$ cat config.mk
export PLATFORM = sky130hd
export DESIGN_NAME = sorted_list_insert_core
export DESIGN_NICKNAME = d
export VERILOG_FILES = /design/src/design/sli_pkg.sv /design/src/design/sli_front.sv /design/src/design/sli_back.sv /design/src/design/sorted_list_insert_core.sv
export SDC_FILE = /design/constraint.sdc
export NUM_CORES = 1
export LEC_CHECK = 0
export BUFFER_PORTS_ARGS = -buffer_cell sky130_fd_sc_hd__buf_2
export CAP_MARGIN = 20
export CORE_MARGIN = 8
export CORE_UTILIZATION = 66
export CTS_BUF_LIST = sky130_fd_sc_hd__clkbuf_2 sky130_fd_sc_hd__clkbuf_4 sky130_fd_sc_hd__clkbuf_8
export DETAILED_ROUTE_END_ITERATION = 8
export PLACE_DENSITY = 0.87
export SETUP_SLACK_MARGIN = 0.2
export SLEW_MARGIN = 40
export SYNTH_ARGS = -nofsm -noshare
export SYNTH_HDL_FRONTEND = slang
export SYNTH_SLANG_ARGS = --single-unit
$ cat constraint.sdc
create_clock -name i_clk -period 6.1 [get_ports i_clk]
set_clock_uncertainty 0.15 [all_clocks]
set_input_delay 0.61 -clock i_clk [delete_from_list [all_inputs] [get_ports i_clk]]
set_output_delay 0.61 -clock i_clk [all_outputs]
set_load 0.02 [all_outputs]
$ cat src/design/sli_pkg.sv
// ----------------------------------------------------------------------------
// sli_pkg: shared types and constants of the sorted list insert core
// sizes of the list, command and status codes, queue item layout
// ----------------------------------------------------------------------------
`timescale 1ns / 1ps
`default_nettype none

package sli_pkg;

    // list size and derived widths
    localparam int CAPACITY = 16;
    localparam int IDX_W    = $clog2(CAPACITY);
    localparam int CNT_W    = $clog2(CAPACITY + 1);
    localparam int DATA_W   = 32;

    // command kinds after decoding
    typedef enum logic [0:0] {
        OP_INSERT = 1'b0,
        OP_DUMP   = 1'b1
    } t_op;

    // result status codes
    typedef enum logic [1:0] {
        ST_INSERTED = 2'd0,
        ST_FULL     = 2'd1,
        ST_ENTRY    = 2'd2,
        ST_EMPTY    = 2'd3
    } t_status;

    // one queued command between front and back
    typedef struct packed {
        t_op                op;
        logic [DATA_W-1:0]  value;
    } t_cmd;

    // queue handshake toward the back end
    typedef struct packed {
        logic valid;
        t_cmd cmd;
    } t_cmd_q;

endpackage

`default_nettype wire

$ cat src/design/sli_front.sv
// ----------------------------------------------------------------------------
// sli_front: command intake
// accepts stream transactions, decodes the command and keeps a two-deep queue
// ----------------------------------------------------------------------------
`timescale 1ns / 1ps
`default_nettype none

module sli_front
    import sli_pkg::*;
(
    input  wire logic               i_clk,
    input  wire logic               i_rst_n,
    input  wire logic               i_s_tvalid,
    output logic                    o_s_tready,
    input  wire logic [DATA_W-1:0]  i_s_tdata,   // [31:0] value
    input  wire logic [0:0]         i_s_tuser,   // [0] command
    output t_cmd_q                  o_q,
    input  wire logic               i_pop
);

    t_cmd       r_slot [2];
    logic       r_wr_ptr;
    logic       r_rd_ptr;
    logic [1:0] r_count;
    logic [1:0] n_count;
    logic       w_push;
    t_cmd       w_cmd;

    // decode incoming transaction
    assign w_cmd.op    = i_s_tuser[0] ? OP_DUMP : OP_INSERT;
    assign w_cmd.value = i_s_tdata;

    assign o_s_tready = (r_count != 2'd2);
    assign w_push     = i_s_tvalid && o_s_tready;

    assign o_q.valid = (r_count != 2'd0);
    assign o_q.cmd   = r_slot[r_rd_ptr];

    // occupancy update
    always_comb begin
        n_count = r_count;
        if (w_push && !i_pop) begin
            n_count = r_count + 2'd1;
        end else if (!w_push && i_pop) begin
            n_count = r_count - 2'd1;
        end
    end

    // queue pointers
    always_ff @(posedge i_clk) begin
        if (!i_rst_n) begin
            r_wr_ptr <= 1'b0;
            r_rd_ptr <= 1'b0;
            r_count  <= 2'd0;
        end else begin
            r_count <= n_count;
            if (w_push) begin
                r_wr_ptr <= ~r_wr_ptr;
            end
            if (i_pop) begin
                r_rd_ptr <= ~r_rd_ptr;
            end
        end
    end

    // queue storage
    always_ff @(posedge i_clk) begin
        if (w_push) begin
            r_slot[r_wr_ptr] <= w_cmd;
        end
    end

endmodule

`default_nettype wire

$ cat src/design/sli_back.sv
// ----------------------------------------------------------------------------
// sli_back: list execution
// row of compare-and-shift cells for inserts, dump sequencer, output register
// ----------------------------------------------------------------------------
`timescale 1ns / 1ps
`default_nettype none

module sli_back
    import sli_pkg::*;
(
    input  wire logic               i_clk,
    input  wire logic               i_rst_n,
    input  wire t_cmd_q             i_q,
    output logic                    o_pop,
    output logic                    o_m_tvalid,
    input  wire logic               i_m_tready,
    output logic [DATA_W-1:0]       o_m_tdata,   // [31:0] data
    output logic [1:0]              o_m_tuser,   // [1:0] status
    output logic                    o_m_tlast
);

    typedef enum logic [1:0] {
        S_IDLE = 2'b01,
        S_DUMP = 2'b10
    } t_state;

    t_state             r_state, n_state;
    logic [CNT_W-1:0]   r_fill, n_fill;
    logic [IDX_W-1:0]   r_ptr, n_ptr;
    logic [DATA_W-1:0]  r_ent [CAPACITY];
    logic [DATA_W-1:0]  n_ent [CAPACITY];
    logic               r_out_valid, n_out_valid;
    logic [DATA_W-1:0]  r_out_data, n_out_data;
    t_status            r_out_status, n_out_status;
    logic               r_out_last, n_out_last;
    logic [CAPACITY-1:0] w_lt;
    logic               w_out_free;
    logic               w_full;
    logic               w_ent_we;
    logic               w_dump_last;

    assign w_out_free  = !r_out_valid || i_m_tready;
    assign w_full      = (r_fill == CNT_W'(CAPACITY));
    assign o_pop       = i_q.valid && (r_state == S_IDLE) && w_out_free;
    assign w_ent_we    = o_pop && (i_q.cmd.op == OP_INSERT) && !w_full;
    assign w_dump_last = ((CNT_W'(r_ptr) + CNT_W'(1)) == r_fill);

    // each cell compares its value with the new one and keeps, takes or shifts
    always_comb begin
        for (int i = 0; i < CAPACITY; i++) begin
            w_lt[i] = (CNT_W'(i) < r_fill) &&
                      ($signed(r_ent[i]) < $signed(i_q.cmd.value));
        end
        n_ent[0] = w_lt[0] ? r_ent[0] : i_q.cmd.value;
        for (int i = 1; i < CAPACITY; i++) begin
            n_ent[i] = w_lt[i]   ? r_ent[i] :
                       w_lt[i-1] ? i_q.cmd.value : r_ent[i-1];
        end
    end

    // command sequencing and result formation
    always_comb begin
        n_state      = r_state;
        n_fill       = r_fill;
        n_ptr        = r_ptr;
        n_out_valid  = r_out_valid && !i_m_tready;
        n_out_data   = r_out_data;
        n_out_status = r_out_status;
        n_out_last   = r_out_last;
        unique case (r_state)
            S_IDLE: begin
                if (o_pop) begin
                    if (i_q.cmd.op == OP_INSERT) begin
                        n_out_valid  = 1'b1;
                        n_out_data   = '0;
                        n_out_last   = 1'b1;
                        if (w_full) begin
                            n_out_status = ST_FULL;
                        end else begin
                            n_out_status = ST_INSERTED;
                            n_fill       = r_fill + CNT_W'(1);
                        end
                    end else if (r_fill == '0) begin
                        n_out_valid  = 1'b1;
                        n_out_data   = '0;
                        n_out_status = ST_EMPTY;
                        n_out_last   = 1'b1;
                    end else begin
                        n_state = S_DUMP;
                        n_ptr   = '0;
                    end
                end
            end
            S_DUMP: begin
                if (w_out_free) begin
                    n_out_valid  = 1'b1;
                    n_out_data   = r_ent[r_ptr];
                    n_out_status = ST_ENTRY;
                    n_out_last   = w_dump_last;
                    if (w_dump_last) begin
                        n_state = S_IDLE;
                    end else begin
                        n_ptr = r_ptr + IDX_W'(1);
                    end
                end
            end
            default: begin
                n_state = S_IDLE;
            end
        endcase
    end

    // control registers
    always_ff @(posedge i_clk) begin
        if (!i_rst_n) begin
            r_state     <= S_IDLE;
            r_fill      <= '0;
            r_ptr       <= '0;
            r_out_valid <= 1'b0;
        end else begin
            r_state     <= n_state;
            r_fill      <= n_fill;
            r_ptr       <= n_ptr;
            r_out_valid <= n_out_valid;
        end
    end

    // payload registers
    always_ff @(posedge i_clk) begin
        r_out_data   <= n_out_data;
        r_out_status <= n_out_status;
        r_out_last   <= n_out_last;
        if (w_ent_we) begin
            for (int i = 0; i < CAPACITY; i++) begin
                r_ent[i] <= n_ent[i];
            end
        end
    end

    assign o_m_tvalid = r_out_valid;
    assign o_m_tdata  = r_out_data;
    assign o_m_tuser  = r_out_status;
    assign o_m_tlast  = r_out_last;

    // fill count stays within the list size
    a_fill_bound: assert property (@(posedge i_clk) disable iff (!i_rst_n)
        r_fill <= CNT_W'(CAPACITY))
        else $error("fill count above capacity");

    // dump pointer only walks over stored entries
    a_ptr_bound: assert property (@(posedge i_clk) disable iff (!i_rst_n)
        (r_state == S_DUMP) |-> (CNT_W'(r_ptr) < r_fill))
        else $error("dump pointer beyond fill count");

    // a successful insert grows the list by one
    a_fill_grow: assert property (@(posedge i_clk) disable iff (!i_rst_n)
        w_ent_we |=> (r_fill == $past(r_fill) + CNT_W'(1)))
        else $error("insert did not grow the list");

    // the list is left alone during a dump
    a_dump_keep: assert property (@(posedge i_clk) disable iff (!i_rst_n)
        (r_state == S_DUMP) |=> (r_fill == $past(r_fill)))
        else $error("fill count changed during dump");

endmodule

`default_nettype wire

$ cat src/design/sorted_list_insert_core.sv
// ----------------------------------------------------------------------------
// sorted_list_insert_core: ascending sorted list of signed 32-bit values
// insert places a value in order, dump streams the list with tlast on the end
// ----------------------------------------------------------------------------
// path: an insert status passes the queue slot and then the output register;
//   the first dump entry the queue slot, the dump state and the output register
// throughput: one insert per cycle through the compare-and-shift cell row
//   while the output is free; the back end takes no new command during a dump
// reset: fill count, queue and output valid cleared; cells and output data are not
`timescale 1ns / 1ps
`default_nettype none

module sorted_list_insert_core
    import sli_pkg::*;
(
    input  wire logic               i_clk,
    input  wire logic               i_rst_n,
    input  wire logic               i_s_tvalid,
    output logic                    o_s_tready,
    input  wire logic [DATA_W-1:0]  i_s_tdata,   // [31:0] value
    input  wire logic [0:0]         i_s_tuser,   // [0] command
    output logic                    o_m_tvalid,
    input  wire logic               i_m_tready,
    output logic [DATA_W-1:0]       o_m_tdata,   // [31:0] data
    output logic [1:0]              o_m_tuser,   // [1:0] status
    output logic                    o_m_tlast
);

    t_cmd_q w_q;
    logic   w_pop;

    // command intake and queue
    sli_front u_front (
        .i_clk      (i_clk),
        .i_rst_n    (i_rst_n),
        .i_s_tvalid (i_s_tvalid),
        .o_s_tready (o_s_tready),
        .i_s_tdata  (i_s_tdata),
        .i_s_tuser  (i_s_tuser),
        .o_q        (w_q),
        .i_pop      (w_pop)
    );

    // list cells and result stream
    sli_back u_back (
        .i_clk      (i_clk),
        .i_rst_n    (i_rst_n),
        .i_q        (w_q),
        .o_pop      (w_pop),
        .o_m_tvalid (o_m_tvalid),
        .i_m_tready (i_m_tready),
        .o_m_tdata  (o_m_tdata),
        .o_m_tuser  (o_m_tuser),
        .o_m_tlast  (o_m_tlast)
    );

endmodule

`default_nettype wire

---- Word-level counts from Yosys, hierarchy flattened ----
Memories as Yosys holds them, arrays and structs flattened. A register that Yosys moved wholly into a read port is not among the register bits.
Cells that the tools add are included.
storage, ports and cells
  bits in registers ....................... 51
  bits in writable memories ............... 578
  bits of input ports ..................... 37
  output and inout port bits .............. 37
  logic and storage cells ................. 178
  memories kept ........................... 2
cells by class
  add/sub/neg operators ................... 5
  order comparisons ....................... 32
  equal/unequal tests ..................... 12
  muxes and demuxes ....................... 75
  bitwise gates (word level) .............. 4
  reduce and logical (&&, ||, !) cells .... 38
memories
  memory          words  width  rd ports  clocked after memory_dff  wr ports  line             RTL
  u_back.r_ent    16     32     17        1                         16        sli_back.sv:30   logic [DATA_W-1:0] r_ent [CAPACITY];
  u_front.r_slot  2      33     1         1                         1         sli_front.sv:21  t_cmd r_slot [2];
operators by type and width
  cell                   number
  $mux W32               35
  $lt A32 B32 Y1         16
  $pmux W32 S2           1
  $lt A4 B5 Y1 const A   8
  $mux W4                7
  $logic_and A1 B1 Y1    24
  $mux W2                11
  $lt A3 B5 Y1 const A   4
  $mux W1                16
  $lt A1 B5 Y1 const A   2
  $lt A2 B5 Y1 const A   2
  $ne A2 B1 Y1 const B   4
  $pmux W2 S2            2
  $pmux W4 S2            1
  $reduce_and A4 Y1      2
  $ne A2 B2 Y1 const B   3
  $reduce_and A6 Y1      1
  $reduce_bool A2 Y1     3
  $add A4 B1 Y5 const B  1
  $add A5 B1 Y5 const B  1
  $eq A5 B5 Y1           1
  $eq A5 B5 Y1 const B   1
  $logic_not A1 Y1       5
  $logic_not A5 Y1       1
  10 further kinds       14

---- Depth between registers and ports, before layout ----
Gate-level depths: netlist of run 1.
  depth in word-level cells ............... 7
  gate-level depth with buffers ........... 15
  depth with buffers taken out ............ 10

---- Modules after synthesis ----
From an unflattened synthesis of run 1, not the netlist that was laid out.
second synthesis, totals
  cell total of the unflattened synthesis .. 2937
  area total of the unflattened synthesis .. 41010.6 um2
modules (own cells, without submodules)
  module     instances  cells each  area an instance (um2)  seq. area each (um2)
  sli_back   1          2810        38390.6                 16746.1
  sli_front  1          127         2620.0                  2082.0

---- Worst setup path after synthesis of run 1 ----
OpenSTA, ideal clock, no wires.
  path kind ............................... flip-flop to flip-flop
  start point ............................. register with a tool-made name
  end point ............................... memory u_back.r_ent[15][0], enable pin
  setup time .............................. 0.461 ns
  data arrival time ....................... 4.950 ns
  required time ........................... 5.489 ns
  path slack .............................. 0.539 ns
  stages on the path, launching flop included .. 12
  buffers on the path ..................... 3
  period minus slack after synthesis ...... 5.561 ns
  cell sequence ........................... dfxtp_1 buf_6 clkbuf_1 mux2_2 clkbuf_1 inv_1 ha_1 a211o_1 nor3_1 o211ai_1 and3b_1 nor3_1
RTL lines
  what           line
  end, declared  sli_back.sv:30

==> results of run 1 <==
## cell type report
class / count / area (µm²) / area share (%)
Timing Repair Buffer: 234 / 1903 / 4.150
Antenna cell: 4 / 10.01 / 0.02183
Clock inverter: 38 / 349.1 / 0.7613
Multi-Input combinational cell: 2136 / 21690 / 47.31
Tap cell: 837 / 1047 / 2.284
Inverter: 54 / 202.7 / 0.4421
Clock buffer: 146 / 1809 / 3.946
Sequential cell: 634 / 18840 / 41.09
## per-layer routing
metal	vias to the layer above	part of all wire, %	global-route usage [%]
li1	12330	-	-
met4	0	7.1	24.01
met1	14840	38	50.09
met5	-	0	0
met2	2052	45	57.12
met3	445	11	8.166
## final timing paths
check / depth (start not counted) / slack (ns) / end
worst max-delay path: 13 / 0.17 / u_back.r_ent[9][1]$_DFFE_PP_
worst min-delay path: 2 / 0.17 / u_back.r_state[0]$_SDFFE_PN1P_
worst max register to register: 13 / 0.17 / u_back.r_ent[9][1]$_DFFE_PP_
worst min register to register: 2 / 0.36 / u_front.r_count[1]$_SDFFE_PN0P_
## power by group
part	total, mW	switching, mW	internal (mW)
Combinational	9.41	5.88	3.53
Sequential	7.45	0.932	6.52
Clock	3.98	1.82	2.16
## cell families after synthesis
family	Yosys count	share of synthesized area [%]
simple gates	464	5.650
flops	634	45.56
compound gates	483	7.464
xor+xnor	11	0.2332
fa+ha+maj	502	15.20
mux	676	23.46
buf+inv	190	2.434
## cell usage in the layout, fill, tap and decap left out, drive strengths merged, types with 22 or more instances in the layout
| cell type | synthesis | routed |
|---|---|---|
| edfxtp | 613 | 613 |
| mux2 | 512 | 512 |
| ha | 502 | 502 |
| a21oi | 207 | 207 |
| buf | 66 | 201 |
| mux4 | 160 | 160 |
| clkbuf | 70 | 146 |
| nand2 | 133 | 133 |
| nor2 | 91 | 91 |
| nand4 | 74 | 74 |
| o21ai | 69 | 69 |
| inv | 54 | 56 |
| a21o | 55 | 55 |
| and2 | 45 | 45 |
| nand3 | 34 | 34 |
| nor3 | 34 | 34 |
| dlygate4sd3 | 0 | 33 |
| a211oi | 33 | 33 |
| clkinv | 0 | 28 |
| o2111ai | 22 | 22 |
## flip-flops by register name, summed over array words and instances (netlist names), 2 cells and up, named ones only
| name | flops |
|---|---|
| u_back.r_ent | 512 |
| u_front.r_slot | 66 |
| u_back.o_m_tdata | 32 |
| u_back.r_fill | 5 |
| u_back.r_ptr | 4 |
| u_back.o_m_tuser | 2 |
| u_back.r_state | 2 |
| u_front.r_count | 2 |
## synth_stat cells (8+ instances only)
master	n	share of area, %
sky130_fd_sc_hd__nand3_1	34	0.41
sky130_fd_sc_hd__ha_1	502	15
sky130_fd_sc_hd__nor3_1	31	0.38
sky130_fd_sc_hd__a211oi_1	30	0.55
sky130_fd_sc_hd__mux4_2	160	8.7
sky130_fd_sc_hd__edfxtp_1	613	45
sky130_fd_sc_hd__buf_1	15	0.14
sky130_fd_sc_hd__mux2_1	56	1.5
sky130_fd_sc_hd__and2_1	45	0.68
sky130_fd_sc_hd__nand4_1	74	1.1
sky130_fd_sc_hd__nand2b_1	14	0.21
sky130_fd_sc_hd__buf_4	9	0.16
sky130_fd_sc_hd__o21ai_0	66	0.80
sky130_fd_sc_hd__mux2_2	387	11
sky130_fd_sc_hd__mux2_4	69	2.5
sky130_fd_sc_hd__or3_1	9	0.14
sky130_fd_sc_hd__o221ai_1	17	0.36
sky130_fd_sc_hd__xnor2_1	8	0.17
sky130_fd_sc_hd__a21oi_1	206	2.5
sky130_fd_sc_hd__inv_1	54	0.49
sky130_fd_sc_hd__a21o_1	55	1.0
sky130_fd_sc_hd__buf_2	9	0.11
sky130_fd_sc_hd__nor2_1	91	0.83
sky130_fd_sc_hd__o211ai_1	14	0.25
sky130_fd_sc_hd__clkbuf_1	70	0.64
sky130_fd_sc_hd__o2111ai_1	22	0.47
sky130_fd_sc_hd__o21a_1	19	0.35
sky130_fd_sc_hd__buf_6	33	0.90
sky130_fd_sc_hd__nand2_1	131	1.2
sky130_fd_sc_hd__dfxtp_1	21	1.0
## per-stage QoR
| step | hold WS (ns) | setup TNS, ns |
|---|---|---|
| after global routing | 0.1558 | 0 |
| after detailed placement | 0.3606 | 0 |
| after CTS | 0.1175 | 0 |
| after global placement | 0.3415 | -6.828 |
| final | 0.1717 | 0 |
| after floorplan | 0.3244 | 0 |
==> metrics.yaml, run 1 <==
status: "finished, final reports clean"
clock_tree_root_driver_cell: "sky130_fd_sc_hd__clkbuf_8"
core_area_um2: 61830
grt_util_all_layers_pct: 38.00
final_max_slew_viol_count: 0
layout-drive-gt1-share_pct: 32.42
placed_area_um2: 43350
yosys_warnings: 0
route.antenna.remaining_nets: 0
route.detailed.wl_per_inst_um: 33.40
power_density_nw_per_um2: 454.6
place_congestion: 1.053
bufs_and_invs_on_worst_path: 4
htree_levels: 3
timing.final.crit_share_pct: 97.16
synth.avg_cell_area_um2: 13.96
die_h_um: 266.2
start_kind: "register"
rows: 91
drc_errors: 0
rsz0062_at_grt: "no"
synth_top_flop_cell: "sky130_fd_sc_hd__edfxtp_1"
synth_cell_types: 68
setup-violations-final: 0
vias_in_the_first_global_route: 29670
postLayoutSetupSlackWorst_ns: 0.1733
synth_async_sr_flop_share_pct: 0
tightestPinTransition_ns: 0.8827
placedCellCount: 3862
post_synth_inst_count: 2960
fillers: 3972
buffer_ports.inserted: 73
grt_first_pass_wirelength_mm: 198.6
min-delay-path-class: "primary input to register"
drt_first_pass_iters: 7
fmax_mhz: 168.7
synth_seq_cells: 634
arrival_ns: 6.25
detailedRoute.firstIterationViolations: 3891
ratio_of_routed_vias_to_standard_cells: 7.264
cts_repair_resize_count: 0
synth_nets: 3499
tritoncts_num_sinks: 634
worstSkewPairLatency_ns: 0.73
min_from: "i_rst_n"
floorplan.initialDensity_pct: 66.84
stdcell_count: 4083
fin_crit_ns: 5.927
power_leakage_nw: 17.31
grt.overflow.total: 0
holdBufCountCts: 33
ys_seq_area_share_pct: 45.56
floorplan.io_pins: 74
largest_net_degree_at_the_start_of_global_routing: 65
timing.slew.headroom_pct: 41.15
ir_drop_worst_vdd_mv: 0.4480
synth_enable_flop_cells: 613
maxCapViolCount: 0
route.vias.total: 29660
die_area_um2: 70870
netlist_area_um2: 41320
critical_path.cell_chain: "buf_4 -> mux2_2 -> inv_1 -> buf_4 -> ha_1 -> nand4_1 -> nor3_2 -> o221ai_1 -> o2111ai_1 -> o21a_1 -> or3_2 -> buf_4 -> mux2_2"
dp_worst_setup_slack_ns: 0.3815
cp_common_cell: "sky130_fd_sc_hd__buf_4"
setup.worst_path.end_class: "register"
cts_inserted_buffers: 104
detail_route.wirelength_mm: 136.4
clockBufferDepth: 3
clkTransAtPathRegs_ns: 0.07
final-hold-violation-count: 0
finish.utilization_pct: 74.16
synthToLayoutAreaGrowth_pct: 10.96
totalPowerFinal_mw: 20.84
worst-path-max-fanout: 32
nets: 3703
crit_required_ns: 6.43
tritoncts: "built"
grt_antenna_before_repair: 3
cpLargestDelayFamily: "buffers and inverters"
die_w_um: 266.2
worst_path_max_delay_cell: "sky130_fd_sc_hd__nor3_2"
postCtsSetupBuffers: 0
setup.worst_path.class: "register to register"
dp_hpwl_mm: 100.4
worst_path_largest_cell_delay_ns: 0.76
layout.cell_area.non_filler_um2: 45850
Power figures use the tool's default switching activity.
==> run 2: changes to the inputs <==
--- a/config.mk
+++ b/config.mk
@@ -5,14 +5,16 @@
 export SDC_FILE = /design/constraint.sdc
 export NUM_CORES = 1
 export LEC_CHECK = 0
+export ABC_AREA = 1
 export BUFFER_PORTS_ARGS = -buffer_cell sky130_fd_sc_hd__buf_2
 export CAP_MARGIN = 20
 export CORE_MARGIN = 8
-export CORE_UTILIZATION = 66
+export CORE_UTILIZATION = 50
 export CTS_BUF_LIST = sky130_fd_sc_hd__clkbuf_2 sky130_fd_sc_hd__clkbuf_4 sky130_fd_sc_hd__clkbuf_8
 export DETAILED_ROUTE_END_ITERATION = 8
-export PLACE_DENSITY = 0.87
+export PLACE_DENSITY = 0.7
 export SETUP_SLACK_MARGIN = 0.2
+export SKIP_LAST_GASP = 1
 export SLEW_MARGIN = 40
 export SYNTH_ARGS = -nofsm -noshare
 export SYNTH_HDL_FRONTEND = slang
==> metrics.yaml, run 2 <==
route.vias.total: 38450
clock_tree_root_driver_cell: "sky130_fd_sc_hd__clkbuf_8"
p_clk_share_pct: 15.3
layout_common_cells: "sky130_fd_sc_hd__nand2_1, sky130_fd_sc_hd__edfxtp_1, sky130_fd_sc_hd__ha_1"
cts_inserted_buffers: 110
cts_repair_resize_count: 0
synth_enable_flop_cells: 613
tritoncts: "built"
rsz0062_at_grt: "no"
ys_seq_area_share_pct: 43.64
detailedRoute.firstIterationViolations: 4178
power_leakage_nw: 20.12
layout-drive-gt1-share_pct: 9.089
netSwitchingFraction_pct: 48.73
dp_hpwl_mm: 96.60
most_common_cell_after_layout_fill_and_taps_aside: "sky130_fd_sc_hd__nand2_1"
nets: 5515
buffer_ports.inserted: 73
synth_async_sr_flop_share_pct: 0
crit_required_ns: 6.31
status: "finished, final reports clean"
ir_drop_worst_vdd_mv: 0.4559
postLayoutSetupSlackWorst_ns: 0.7640
critical_path.cell_chain: "inv_2 -> or2_2 -> o21ai_1 -> buf_4 -> ha_1 -> a21oi_1 -> nor2_1 -> a211oi_1 -> nand2_1 -> nand2_1 -> nand2_1 -> nand2_1 -> nand3_2 -> nand3_2 -> and2_1 -> buf_4"
ratio_of_routed_vias_to_standard_cells: 6.195
core_area_um2: 85410
final-hold-violation-count: 0
drt_first_pass_iters: 6
hold_depth: 5
rows: 107
synth_cell_types: 39
seq_power_share_pct: 32.3
largest_net_degree_at_the_start_of_global_routing: 101
post_synth_inst_count: 4986
floorplan.initialDensity_pct: 50.52
worst_r2r_path_depth: 16
synth_top_flop_cell: "sky130_fd_sc_hd__edfxtp_1"
regMostFlops: "u_back.r_ent"
route.detailed.wl_per_inst_um: 21.12
vias_in_the_first_global_route: 36550
grt_util_all_layers_pct: 26.60
p_int_mw: 13.01
totalPowerFinal_mw: 25.38
synth.avg_cell_area_um2: 8.654
fmax_mhz: 187.4
worst_path_largest_cell_delay_ns: 0.72
worst-path-max-fanout: 33
min_from: "i_s_tvalid"
switchingPower_mw: 12.37
synth_top_cells_by_area: "sky130_fd_sc_hd__edfxtp_1, sky130_fd_sc_hd__ha_1, sky130_fd_sc_hd__nand2_1"
floorplan.io_pins: 74
setup.worst_path.class: "register to register"
clkTransAtPathRegs_ns: 0.06
timing.slew.headroom_pct: 39.25
worst_path_max_delay_cell: "sky130_fd_sc_hd__nand3_2"
yosys.area.top_type: "sky130_fd_sc_hd__edfxtp_1"
synthToLayoutAreaGrowth_pct: 9.160
htree_levels: 3
die_area_um2: 95950
setup-violations-final: 0
place_congestion: 0.9239
grt_antenna_before_repair: 1
synth_seq_cells: 634
arrival_ns: 5.54
die_h_um: 309.8
die_w_um: 309.8
power_density_nw_per_um2: 538.9
most_common_cell_in_the_netlist: "sky130_fd_sc_hd__nand2_1"
clockBufferDepth: 3
timing.final.crit_share_pct: 87.48
most_instantiated_cells_after_synthesis: "sky130_fd_sc_hd__nand2_1, sky130_fd_sc_hd__edfxtp_1, sky130_fd_sc_hd__ha_1"
tritoncts_num_sinks: 634
netlist_area_um2: 43150
comb_power_share_pct: 52.4
layout.cell_area.non_filler_um2: 47100
synth.top_cell.area_share_pct: 42.66
synth_nets: 5525
cp_common_cell: "sky130_fd_sc_hd__nand2_1"
largest_register_ffs: 512
drc_errors: 0
min-delay-path-class: "primary input to register"
placed_area_um2: 44600
detail_route.wirelength_mm: 131.1
yosys_warnings: 0
setup.worst_path.end_class: "register"
fin_crit_ns: 5.336
start_kind: "register"
final_max_slew_viol_count: 0
tightestPinTransition_ns: 0.9102
dp_worst_setup_slack_ns: 0.8219
grt_first_pass_wirelength_mm: 204.3
maxCapViolCount: 0
fin_tns_setup_ns: 0
worstSkewPairLatency_ns: 0.75
route.antenna.remaining_nets: 0
grt.overflow.total: 0
-- run 2: cell types whose count changed after synthesis, sizes merged, moves of 35 or more --
cell	before	now
inv	54	174
o221ai	18	84
a21o	55	0
o211ai	16	59
mux2	512	0
o21ai	69	369
nor2	91	338
a21oi	207	291
nand3	34	100
o22ai	6	41
mux4	160	0
clkbuf	70	241
nand2	133	1407
nand4	74	499
-- run 2: critical path, delay by kind of cell (launching register included) --
family | cells | cell delay, ns
adder cells (fa/ha/maj) | 1 | 0.32
buffers and inverters | 3 | 1.04
AND/OR/NAND/NOR | 9 | 2.31
flip-flops | 1 | 0.66
AO/OA/AOI/OAI | 3 | 0.43
-- run 2: path summary, 6_finish.rpt --
kind | slack, ns | end
worst max-delay path | 0.76 | u_back.r_ent[11][26]$_DFFE_PP_
worst min-delay path | 0.27 | u_front.r_wr_ptr$_SDFFE_PN0P_
worst max register to register | 0.76 | u_back.r_ent[11][26]$_DFFE_PP_
worst min register to register | 0.33 | register
-- run 2: power groups by stage --
stage,logic (mW),registers (mW),clock network (mW)
global route,14.9,8.34,4.09
CTS,13.0,8.14,3.92
floorplan,8.93,7.97,0
finish,13.3,8.19,3.88
global placement,12.5,8.18,0
detailed placement,13.0,8.22,0
-- run 2: cell type report --
cell class                 count  area [µm²]
inverter                     177       676.9
multi-input combinational   3840       22460
sequential                   634       18840
antenna                        1       2.502
tap                         1144        1431
fill                        7684       38310
clock buffer                 160        1927
clock inverter                37       191.4
timing repair buffer         213        1573
-- run 2: what timing repair did --
| action | CTS | global route |
|---|---|---|
| setup buffers | 0 | 0 |
| hold buffers | 34 | 0 |
| endpoints found under the hold margin | 67 | 0 |
-- run 2: kinds of logic after synthesis --
kind of cell               Yosys count  share of synthesized area, %
xor gates and xnor gates             6                        0.1218
and+or+nand+nor                   2429                         24.95
AOI/OAI and AO/OA                  903                         12.02
adders and majority gates          502                         14.56
buffers and inverters              512                         4.718
DFF                                634                         43.64
-- run 2: layer usage --
layer	wire length, µm	track usage [%]
met2	60450	43.39
met4	3449	8.472
met3	12800	4.642
met5	0	0
met1	54390	36.03
-- run 2: metrics by stage --
stage | hold WS (ns) | instances | util (%)
after floorplan | 0.2755 | 4986 | -
after global placement | 0.2786 | 5971 | 52.09
after detailed placement | 0.2904 | 5974 | 52.21
after CTS | 0.2069 | 6205 | 55.09
after global routing | 0.3251 | 6206 | 55.14
final | 0.2732 | 6206 | 55.14
